<file path="config.mk">
export PLATFORM = sky130hd
export DESIGN_NAME = i2c_register_access_master
export DESIGN_NICKNAME = d
export VERILOG_FILES = /design/src/i2cra_pkg.sv /design/src/i2cra_seq.sv /design/src/i2c_register_access_master.sv
export SDC_FILE = /design/constraint.sdc
export NUM_CORES = 1
export LEC_CHECK = 0
export BUFFER_PORTS_ARGS = -buffer_cell sky130_fd_sc_hd__buf_2
export CORE_MARGIN = 2
export CORE_UTILIZATION = 63
export DETAILED_ROUTE_END_ITERATION = 10
export GPL_ROUTABILITY_DRIVEN = 0
export PLACE_DENSITY = 0.93
export SKIP_LAST_GASP = 1
export SYNTH_ARGS = -nofsm -noshare
export SYNTH_HDL_FRONTEND = slang
export SYNTH_SLANG_ARGS = --single-unit
</file>
<file path="constraint.sdc">
create_clock -name clk -period 8 [get_ports clk]
set_input_delay 2.4 -clock clk [delete_from_list [all_inputs] [get_ports clk]]
set_output_delay 2.4 -clock clk [all_outputs]
set_load 0.01 [all_outputs]
</file>
<file path="src/i2cra_pkg.sv">
// Package for the I2C register access master.
// Holds the transaction payload structs, the sequencer phase encoding and slot codes.
// No dependencies.
`default_nettype none

package i2cra_pkg;

	localparam int unsigned AddrWidth = 7;
	localparam int unsigned ByteWidth = 8;
	localparam int unsigned CountWidth = 4;
	localparam logic [AddrWidth-1:0] DeviceAddressReset = AddrWidth'(104);
	localparam logic [CountWidth-1:0] BitsPerByte = CountWidth'(8);

	localparam logic OpWrite = 1'b0;
	localparam logic OpRead = 1'b1;

	typedef struct packed {
		logic                 start_request;
		logic                 operation;
		logic [ByteWidth-1:0] register_address;
		logic [ByteWidth-1:0] write_data;
		logic                 sda_sample;
	} req_t;

	typedef struct packed {
		logic                 scl_level;
		logic                 sda_level;
		logic                 busy_res;
		logic                 done_res;
		logic [ByteWidth-1:0] read_data;
		logic                 nack_seen;
	} rsp_t;

	typedef enum logic [14:0] {
		PH_IDLE       = 15'b000000000000001,
		PH_START_A    = 15'b000000000000010,
		PH_START_B    = 15'b000000000000100,
		PH_BIT_LOW    = 15'b000000000001000,
		PH_BIT_HIGH   = 15'b000000000010000,
		PH_ACK_LOW    = 15'b000000000100000,
		PH_ACK_HIGH   = 15'b000000001000000,
		PH_RESTART    = 15'b000000010000000,
		PH_RECV_LOW   = 15'b000000100000000,
		PH_RECV_HIGH  = 15'b000001000000000,
		PH_MNACK_LOW  = 15'b000010000000000,
		PH_MNACK_HIGH = 15'b000100000000000,
		PH_STOP_A     = 15'b001000000000000,
		PH_STOP_B     = 15'b010000000000000,
		PH_STOP_C     = 15'b100000000000000
	} phase_t;

	typedef enum logic [1:0] {
		SLOT_DEV_W = 2'd0,
		SLOT_REG   = 2'd1,
		SLOT_DATA  = 2'd2,
		SLOT_DEV_R = 2'd3
	} slot_t;

endpackage

`default_nettype wire

</file>
<file path="src/i2cra_seq.sv">
// Bus sequencer of the I2C register access master: phase, slot, shifter and latches.
// Advances one half-bit tick per step and presents the result of the new state.
// Depends on i2cra_pkg.
`default_nettype none

module i2cra_seq
	import i2cra_pkg::*;
(
	input  wire logic                 clk,
	input  wire logic                 arst_n,
	input  wire logic                 step,
	input  wire req_t                 item,
	input  wire logic [AddrWidth-1:0] device_address,
	output rsp_t                      result
);

	phase_t                phase_q, phase_d;
	slot_t                 slot_q, slot_d;
	logic [CountWidth-1:0] bit_count_q, bit_count_d;
	logic [ByteWidth-1:0]  shift_byte_q, shift_byte_d;
	logic                  latched_operation_q, latched_operation_d;
	logic [ByteWidth-1:0]  latched_register_q, latched_register_d;
	logic [ByteWidth-1:0]  latched_data_q, latched_data_d;
	logic [ByteWidth-1:0]  received_byte_q, received_byte_d;
	logic                  nack_flag_q, nack_flag_d;
	logic [CountWidth-1:0] count_inc;
	logic [ByteWidth-1:0]  recv_shift;
	logic [ByteWidth-1:0]  addr_byte;

	assign count_inc  = bit_count_q + CountWidth'(1);
	assign recv_shift = {shift_byte_q[ByteWidth-2:0], item.sda_sample};
	assign addr_byte  = {device_address, (slot_q == SLOT_DEV_R)};

	always_comb begin
		phase_d             = phase_q;
		slot_d              = slot_q;
		bit_count_d         = bit_count_q;
		shift_byte_d        = shift_byte_q;
		latched_operation_d = latched_operation_q;
		latched_register_d  = latched_register_q;
		latched_data_d      = latched_data_q;
		received_byte_d     = received_byte_q;
		nack_flag_d         = nack_flag_q;
		unique case (phase_q)
			PH_IDLE: begin
				if (item.start_request) begin
					latched_operation_d = item.operation;
					latched_register_d  = item.register_address;
					latched_data_d      = item.write_data;
					nack_flag_d         = 1'b0;
					slot_d              = SLOT_DEV_W;
					phase_d             = PH_START_A;
				end
			end
			PH_START_A: phase_d = PH_START_B;
			PH_START_B: begin
				shift_byte_d = addr_byte;
				bit_count_d  = '0;
				phase_d      = PH_BIT_LOW;
			end
			PH_BIT_LOW: phase_d = PH_BIT_HIGH;
			PH_BIT_HIGH: begin
				shift_byte_d = {shift_byte_q[ByteWidth-2:0], 1'b0};
				bit_count_d  = count_inc;
				phase_d      = (count_inc >= BitsPerByte) ? PH_ACK_LOW : PH_BIT_LOW;
			end
			PH_ACK_LOW: phase_d = PH_ACK_HIGH;
			PH_ACK_HIGH: begin
				if (item.sda_sample) begin
					nack_flag_d = 1'b1;
				end
				unique case (slot_q)
					SLOT_DEV_W: begin
						shift_byte_d = latched_register_q;
						bit_count_d  = '0;
						slot_d       = SLOT_REG;
						phase_d      = PH_BIT_LOW;
					end
					SLOT_REG: begin
						if (latched_operation_q == OpRead) begin
							slot_d  = SLOT_DEV_R;
							phase_d = PH_RESTART;
						end else begin
							shift_byte_d = latched_data_q;
							bit_count_d  = '0;
							slot_d       = SLOT_DATA;
							phase_d      = PH_BIT_LOW;
						end
					end
					SLOT_DEV_R: begin
						shift_byte_d = '0;
						bit_count_d  = '0;
						phase_d      = PH_RECV_LOW;
					end
					default: phase_d = PH_STOP_A;
				endcase
			end
			PH_RESTART:  phase_d = PH_START_A;
			PH_RECV_LOW: phase_d = PH_RECV_HIGH;
			PH_RECV_HIGH: begin
				shift_byte_d = recv_shift;
				bit_count_d  = count_inc;
				if (count_inc >= BitsPerByte) begin
					received_byte_d = recv_shift;
					phase_d         = PH_MNACK_LOW;
				end else begin
					phase_d = PH_RECV_LOW;
				end
			end
			PH_MNACK_LOW:  phase_d = PH_MNACK_HIGH;
			PH_MNACK_HIGH: phase_d = PH_STOP_A;
			PH_STOP_A:     phase_d = PH_STOP_B;
			PH_STOP_B:     phase_d = PH_STOP_C;
			default: begin
				// final stop tick and any stray code drop back to idle
				phase_d = PH_IDLE;
				slot_d  = SLOT_DEV_W;
			end
		endcase
	end

	always_ff @(posedge clk or negedge arst_n) begin
		if (!arst_n) begin
			phase_q             <= PH_IDLE;
			slot_q              <= SLOT_DEV_W;
			bit_count_q         <= '0;
			shift_byte_q        <= '0;
			latched_operation_q <= 1'b0;
			latched_register_q  <= '0;
			latched_data_q      <= '0;
			received_byte_q     <= '0;
			nack_flag_q         <= 1'b0;
		end else if (step) begin
			phase_q             <= phase_d;
			slot_q              <= slot_d;
			bit_count_q         <= bit_count_d;
			shift_byte_q        <= shift_byte_d;
			latched_operation_q <= latched_operation_d;
			latched_register_q  <= latched_register_d;
			latched_data_q      <= latched_data_d;
			received_byte_q     <= received_byte_d;
			nack_flag_q         <= nack_flag_d;
		end
	end

	// line drive follows the phase being entered
	always_comb begin
		result.scl_level = 1'b1;
		result.sda_level = 1'b1;
		unique case (phase_d)
			PH_START_B: result.sda_level = 1'b0;
			PH_BIT_LOW: begin
				result.scl_level = 1'b0;
				result.sda_level = shift_byte_d[ByteWidth-1];
			end
			PH_BIT_HIGH: result.sda_level = shift_byte_d[ByteWidth-1];
			PH_ACK_LOW, PH_RESTART, PH_RECV_LOW, PH_MNACK_LOW: result.scl_level = 1'b0;
			PH_STOP_A: begin
				result.scl_level = 1'b0;
				result.sda_level = 1'b0;
			end
			PH_STOP_B: result.sda_level = 1'b0;
			default: ;
		endcase
		result.busy_res  = (phase_d != PH_IDLE);
		result.done_res  = (phase_d == PH_STOP_C);
		result.read_data = received_byte_d;
		result.nack_seen = nack_flag_d;
	end

endmodule

`default_nettype wire

</file>
<file path="src/i2c_register_access_master.sv">
// I2C register access master.
//
// Channels: req carries one half-bit bus tick per transaction (start request,
// operation, register address, write data and the sampled SDA level); rsp
// returns one result per tick: SCL and SDA drive, busy, done, last read byte
// and the NACK flag. Both use valid and stall; a transaction moves at an
// edge with valid high and stall low. cfg writes the 7-bit device address
// (valid/ready, always ready); write it only while no transaction is open.
// Each accepted tick lands in the input register; the sequencer result for it is
// registered in the result register once the output side allows, and it is
// offered on rsp from there. Throughput: one tick per cycle while the receiver
// does not stall, with each sequencer step computed from the input register
// and taken into the result register. A full result register stalled by the
// receiver holds, and the input register then stalls req; nothing is lost or
// replayed.
// Reset clears the sequencer to idle, empties both registers and loads the
// device address with 104.
// Depends on i2cra_pkg and i2cra_seq.
`default_nettype none

module i2c_register_access_master
	import i2cra_pkg::*;
(
	input  wire logic                 clk,
	input  wire logic                 arst_n,
	input  wire logic                 req_valid,
	output logic                      req_stall,
	input  wire req_t                 req,
	output logic                      rsp_valid,
	input  wire logic                 rsp_stall,
	output rsp_t                      rsp,
	input  wire logic                 cfg_valid,
	output logic                      cfg_ready,
	input  wire logic [AddrWidth-1:0] cfg_data
);

	logic                 valid_s1;
	req_t                 item_s1;
	logic                 rsp_valid_s2;
	rsp_t                 rsp_s2;
	logic [AddrWidth-1:0] device_address_q;
	logic                 adv;
	rsp_t                 seq_result;

	assign adv       = !rsp_valid_s2 || !rsp_stall;
	assign req_stall = valid_s1 && !adv;
	assign cfg_ready = 1'b1;
	assign rsp_valid = rsp_valid_s2;
	assign rsp       = rsp_s2;

	i2cra_seq u_seq (
		.clk            (clk),
		.arst_n         (arst_n),
		.step           (adv && valid_s1),
		.item           (item_s1),
		.device_address (device_address_q),
		.result         (seq_result)
	);

	always_ff @(posedge clk or negedge arst_n) begin
		if (!arst_n) begin
			device_address_q <= DeviceAddressReset;
		end else if (cfg_valid && cfg_ready) begin
			device_address_q <= cfg_data;
		end
	end

	always_ff @(posedge clk or negedge arst_n) begin
		if (!arst_n) begin
			valid_s1     <= 1'b0;
			rsp_valid_s2 <= 1'b0;
		end else begin
			if (!req_stall) begin
				valid_s1 <= req_valid;
			end
			if (adv) begin
				rsp_valid_s2 <= valid_s1;
			end
		end
	end

	// payload registers: load only on a move
	always_ff @(posedge clk) begin
		if (!req_stall && req_valid) begin
			item_s1 <= req;
		end
		if (adv && valid_s1) begin
			rsp_s2 <= seq_result;
		end
	end

endmodule

`default_nettype wire

</file>
### Word-level counts from Yosys, hierarchy flattened

Cells that the tools add are included.

* output and inout port bits: 16
* logic and storage cells: 103
* flip-flop bits (word level): 96
* input port bits: 31

* reduce and logical (&&, ||, !) cells: 21
* magnitude comparators: 1
* muxes and demuxes: 23
* $add $sub $neg: 1
* bitwise gates (word level): 1
* equal/unequal tests: 32

Operators with widths (count)
* case mux 15 bit (14 select lines): 1
* case mux 15 bit (3 select lines): 1
* two-way mux 8 bit: 4
* case mux 8 bit (4 select lines): 1
* == test 15 x 11 -> 1 bit (second input constant): 2
* == test 15 x 13 -> 1 bit (second input constant): 2
* == test 15 x 14 -> 1 bit (second input constant): 2
* == test 15 x 3 -> 1 bit (second input constant): 2
* == test 15 x 4 -> 1 bit (second input constant): 2
* == test 15 x 5 -> 1 bit (second input constant): 2
* == test 15 x 6 -> 1 bit (second input constant): 2
* == test 15 x 8 -> 1 bit (second input constant): 2
* == test 15 x 9 -> 1 bit (second input constant): 2
* case mux 8 bit (3 select lines): 1
* == test 15 x 1 -> 1 bit (second input constant): 1
* == test 15 x 10 -> 1 bit (second input constant): 1
* == test 15 x 12 -> 1 bit (second input constant): 1
* == test 15 bit (second input constant): 1
* == test 15 x 2 -> 1 bit (second input constant): 1
* == test 15 x 7 -> 1 bit (second input constant): 1
* two-way mux 15 bit: 1
* != test 15 x 1 -> 1 bit (second input constant): 1
* case mux 4 bit (3 select lines): 1
* AND reduction 4 bit: 3
* other kinds (29): 41

### Depth between registers and ports, before layout

* word-level depth: 7
* depth in mapped cells: 9
* gate-level depth less buffers: 8

### Cells and area by module

A second synthesis with hierarchy kept.

* cells, all modules: 350
* area total of the unflattened synthesis: 4393.0 um^2

By module, submodules not included
* i2cra_seq: cells an instance 293, sequential area each 1377.6 um^2, area each 3039.2 um^2, instances 1
* i2c_register_access_master: cells an instance 57, sequential area each 1189.9 um^2, area each 1353.8 um^2, instances 1

### Least setup slack after synthesis

OpenSTA, ideal clock, no wires.

* path kind: input port to output port
* start point: in rsp_stall
* end point: out req_stall
* cell stages on the path: 2
* slack: 3014 ps
* required time: 5600 ps
* data arrival time: 2586 ps
* path buffers: 0
* cells stage by stage: nand3_1 > inv_1

* word-level cells in the longest chain between the ends: 4

Ends and longest elaborated chain
* start, declared: line i2c_register_access_master.sv:30 `input wire logic rsp_stall,`
* zero test 1 bit: line i2c_register_access_master.sv:45 `assign adv = !rsp_valid_s2 || !rsp_stall;`
* logical OR 1 bit: line i2c_register_access_master.sv:45
* zero test 1 bit: line i2c_register_access_master.sv:46 `assign req_stall = valid_s1 && !adv;`
* logical AND 1 bit: line i2c_register_access_master.sv:46
* end, declared: line i2c_register_access_master.sv:27 `output logic req_stall,`

No other way between the ends.

### Final worst setup path

Same ends and word-level chain as after synthesis.

==> Implementation_results.wiki <==
{| class="wikitable"
! Metric !! Value
|-
| Per-instance average area after synthesis || 12.3 um^2
|-
| Number of hold buffers added after CTS || 0
|-
| Cell internal pwr || about 0.81 mW
|-
| Initial core utilization || about 65%
|-
| Xor/xnor share of the synthesized area || under 10%
|-
| Area of the die || 8100 um^2
|-
| Cell mode on critical path || buf_2
|-
| Number of max-cap violations || 0
|-
| Number of enable-type register cells in the synthesized netlist || 32
|-
| Total standard cell area after synthesis || ~4700 um^2
|-
| CTS buffer count || 9
|-
| Fillers || 490
|-
| Switching component of the power || 0.351 mW
|-
| Cell-by-cell trace of the critical path || buf_2 -> nand3_1 -> inv_1 -> buf_2
|-
| Wire length of the first global-routing pass || 15400 um
|-
| Total count of hold-check failures in the final report || 0
|-
| Worst endpoint required time || around 5600 ps
|-
| Crit start category || input pin
|-
| Via density per instance || approximately 6.3
|-
| CTS Sinks || 96
|-
| Final Instance Count excl. Fillers || roughly 500
|-
| Iteration count of the initial detailed-routing pass || 5
|-
| Leading cell types in the layout, fill and taps excluded || dfrtp_1, buf_2, mux2_2
|-
| Crit-path max cell delay || 130 ps
|-
| Standard cell core area || 7210 um^2
|-
| Total Negative Setup Slacks || 0 ps
|-
| Final clock skew || 16.0 ps
|-
| Number of buffers on the longest clock path || 2
|-
| Sequential share of power || 54.8%
|-
| Gate count after technology mapping || roughly 380
|-
| Fmax achieved || 193 MHz
|-
| Post-placement cell count || 499
|-
| Crit path capture type || output port
|-
| Depth of the most critical reg-to-reg path || 6
|-
| Outcome || completed
|-
| Number of inserted diodes || 0
|-
| Adder-cell area share of the yosys netlist || 1.61%
|-
| Cell with the largest stage delay on the worst path || buf_2
|-
| Quantity of gates resized following cts || 0
|-
| Kind of cell adding the most delay to the critical path || buffers and inverters
|-
| Number of nets in the layout || approximately 450
|-
| Detailed-placement wirelength estimate || 6540 um
|-
| Async SR Flop Fraction || between 60% and 70%
|-
| Clock latency at the later pin of the worst-skew pair || approximately 380 ps
|-
| Net switching fraction of the power || a little under a third
|-
| Smallest hold slack || a little under 500 ps
|-
| Largest vdd supply drop || 154 uV
|-
| Setup repair after global routing missed its margin || no
|-
| Sequential area share after synthesis || about 55%
|-
| Logic pwr share || between 10% and 20%
|-
| Most common cell after layout, fill and taps aside || dfrtp_1
|-
| Largest fanout on the critical path || 3
|-
| Overflow after GRT || 0
|-
| Vias in the first global route || 3123
|-
| WP buf/inv || 3
|-
| Register-to-Register Setup Slack || 4720 ps
|-
| Clock group share of total power || 26.8%
|-
| Number of distinct library cells after synthesis || 61
|-
| Average wire length per cell after detail routing || 18.3 um
|-
| Fraction of the mapped netlist area in compound gates || 8.79%
|-
| Buffers on Ports || 45
|-
| Post-route antenna net violation count || 0
|-
| Number of placement rows || 31
|-
| CP arrival || 2780 ps
|-
| Post-route fraction of the period consumed by the critical path || 64.7%
|-
| Largest net degree at the start of global routing || 65
|-
| Detailed-route DRC error count || 0
|-
| Worst slew margin || 14.0%
|-
| Root Buffer || clkbuf_8
|-
| Main flop type after synthesis || dfrtp_1
|-
| Total number of H-tree levels || 3
|-
| Layout overhead on the synthesized area || 9.13%
|-
| Post-synthesis share of cell area spent on and, or, nand and nor gates || 16.1%
|-
| End of the worst register-to-register path || rsp[10]$_DFFE_PP_
|-
| Global-route usage over all layers || 24.2%
|-
| Initial antenna violation count || 0
|-
| Yosys warnings || 0
|-
| Start of the worst register-to-register path || u_seq.phase_q[0]$_DFFE_PN1P_
|-
| Overall die height || between 80 and 90 um
|-
| P per Cell Area || roughly 230 nW/um^2
|-
| FF+latch count, synth || between 90 and 100
|-
| Fraction of layout instances using a drive strength above 1 || 31.7%
|-
| Number of vias after detailed routing || between 3000 and 4000
|-
| Leakage Power || approximately 2.2 nW
|-
| Total wirelength of the detailed-routed design || 9430 um
|-
| Setup crit end || req_stall
|-
| Fin crit period || 5180 ps
|-
| Number of stages on the worst setup path || 4
|-
| Critical path class || in2out
|-
| I/O pin total || 47
|-
| Classification of the worst-slack hold path || reg2reg
|-
| Actual transition at the worst max-transition pin || 1260 ps
|-
| DR iter-0 viols || 520
|-
| Clock tree from TritonCTS || built
|-
| Die Wd || 90.0 um
|-
| Net Count, Synth || 415
|-
| Number of setup violations in the final report || 0
|-
| Dominant combinational cell family by area after synthesis || simple AND/OR/NAND/NOR gates
|-
| Critical Path Start || rsp_stall
|-
| Clock Pin Slew Worst Setup and Hold Paths || approximately 90 ps
|-
| Post-CTS Setup Inserts || 0
|-
| Number of slew-limit violations in the final report || 0
|-
| Fraction of synthesized area in multiplexers || 13.5%
|}
==> cells in the mapped netlist (all sizes together) (3+ instances only) <==
library cell / instances / share of area (%)
a21oi: 5 / 0.54
a221o: 8 / 1.7
a22oi: 9 / 1.5
a31oi: 4 / 0.54
and2: 4 / 0.54
and3b: 3 / 0.56
buf: 12 / 1.9
clkbuf: 13 / 1.0
dfrtp: 60 / 32
dfstp: 4 / 2.3
edfxtp: 32 / 21
ha: 6 / 1.6
inv: 5 / 0.40
mux2: 49 / 12
mux2i: 5 / 1.1
nand2: 37 / 3.0
nand2b: 8 / 1.1
nand3: 9 / 0.97
nand3b: 3 / 0.48
nand4: 5 / 0.99
nor2: 20 / 1.7
nor3: 8 / 1.1
nor4: 8 / 1.5
o21ai: 14 / 1.5
o31ai: 5 / 0.81
or4: 5 / 0.97
or4b: 3 / 0.64
xnor2: 3 / 0.56
xor2: 5 / 0.94
==> layer usage <==
metal,track usage (%),up-vias,part of all wire (%)
met3,4.44,39,7.2
met5,0,-,0
met4,11.4,0,3.1
li1,-,1467,-
met2,38.6,177,49
met1,32.7,1558,41
==> flip-flops by register name, indices dropped and copies added, names as in the netlist <==
register and cells:
u_seq.phase_q 15, u_seq.slot_q 2, device_address_q 7, u_seq.shift_byte_q 8, rsp_valid 1, u_seq.nack_flag_q 1
item_s1 19, u_seq.received_byte_q 8, u_seq.latched_operation_q 1, rsp 13, u_seq.latched_data_q 8, u_seq.latched_register_q 8
u_seq.bit_count_q 4, valid_s1 1
==> final cells by class <==
| class | instances | area [um^2] | area share (%) |
|---|---|---|---|
| clock buffer | 9 | 124 | 2.44 |
| clock inverter | 7 | 73.8 | 1.45 |
| inverter | 5 | 18.8 | 0.369 |
| multi-input combinational | 252 | 1930 | 38.1 |
| sequential | 96 | 2570 | 50.5 |
| tap | 99 | 124 | 2.44 |
| timing repair buffer | 47 | 240 | 4.73 |
==> power by group through the flow <==
stage | Sequential (mW) | Clock, mW | Combinational (mW)
floorplan | 0.621 | 0 | 0.163
global placement | 0.635 | 0 | 0.195
detailed placement | 0.642 | 0 | 0.206
CTS | 0.633 | 0.310 | 0.211
global route | 0.644 | 0.330 | 0.231
finish | 0.635 | 0.310 | 0.213
==> how the worst min path moves through the flow <==
stage / start / endpoint / cells past startpoint
2_1_floorplan: u_seq.nack_flag_q$_DFFE_PN0P_ / u_seq.nack_flag_q$_DFFE_PN0P_ / 2
3_3_place_gp: item_s1[4]$_DFFE_PP_ / u_seq.latched_data_q[3]$_DFFE_PN0P_ / 1
3_5_place_dp: item_s1[2]$_DFFE_PP_ / u_seq.latched_data_q[1]$_DFFE_PN0P_ / 1
4_1_cts: item_s1[2]$_DFFE_PP_ / u_seq.latched_data_q[1]$_DFFE_PN0P_ / 1
5_1_grt: item_s1[2]$_DFFE_PP_ / u_seq.latched_data_q[1]$_DFFE_PN0P_ / 1
6_report: item_s1[2]$_DFFE_PP_ / u_seq.latched_data_q[1]$_DFFE_PN0P_ / 1
==> logic make-up (layout without fill, tap and decap cells) <==
kind of cell             count (synthesis)  in the layout
AO/OA/AOI/OAI                           56             56
XOR/XNOR                                 8              8
flip-flops                              96             96
adder cells (fa/ha/maj)                  6              6
AND/OR/NAND/NOR                        127            127
multiplexers                            54             54
buffers and inverters                   30             68
other                                    1              1
==> worst register-to-register path, stage by stage (launching register included) <==
cell and delay, ps:
dfstp_2 630, or4_1 310, nor4_1 120, and3b_1 230, a2111oi_0 1050, or3b_2 540, and2_1 180
==> metrics by stage <==
stage          total power [mW]  area, um^2  setup slack, ps  utilization [%]
4_1_cts                    1.15        5080             2820             70.4
2_1_floorplan             0.784        4660             3010                -
3_5_place_dp              0.849        4880             2820             67.7
5_1_grt                    1.20        5080             2790             70.4
6_report                   1.16        5080             2820             70.4
3_3_place_gp              0.829        4880             2830             67.7
No activity file was read; power rests on OpenSTA's default activity.
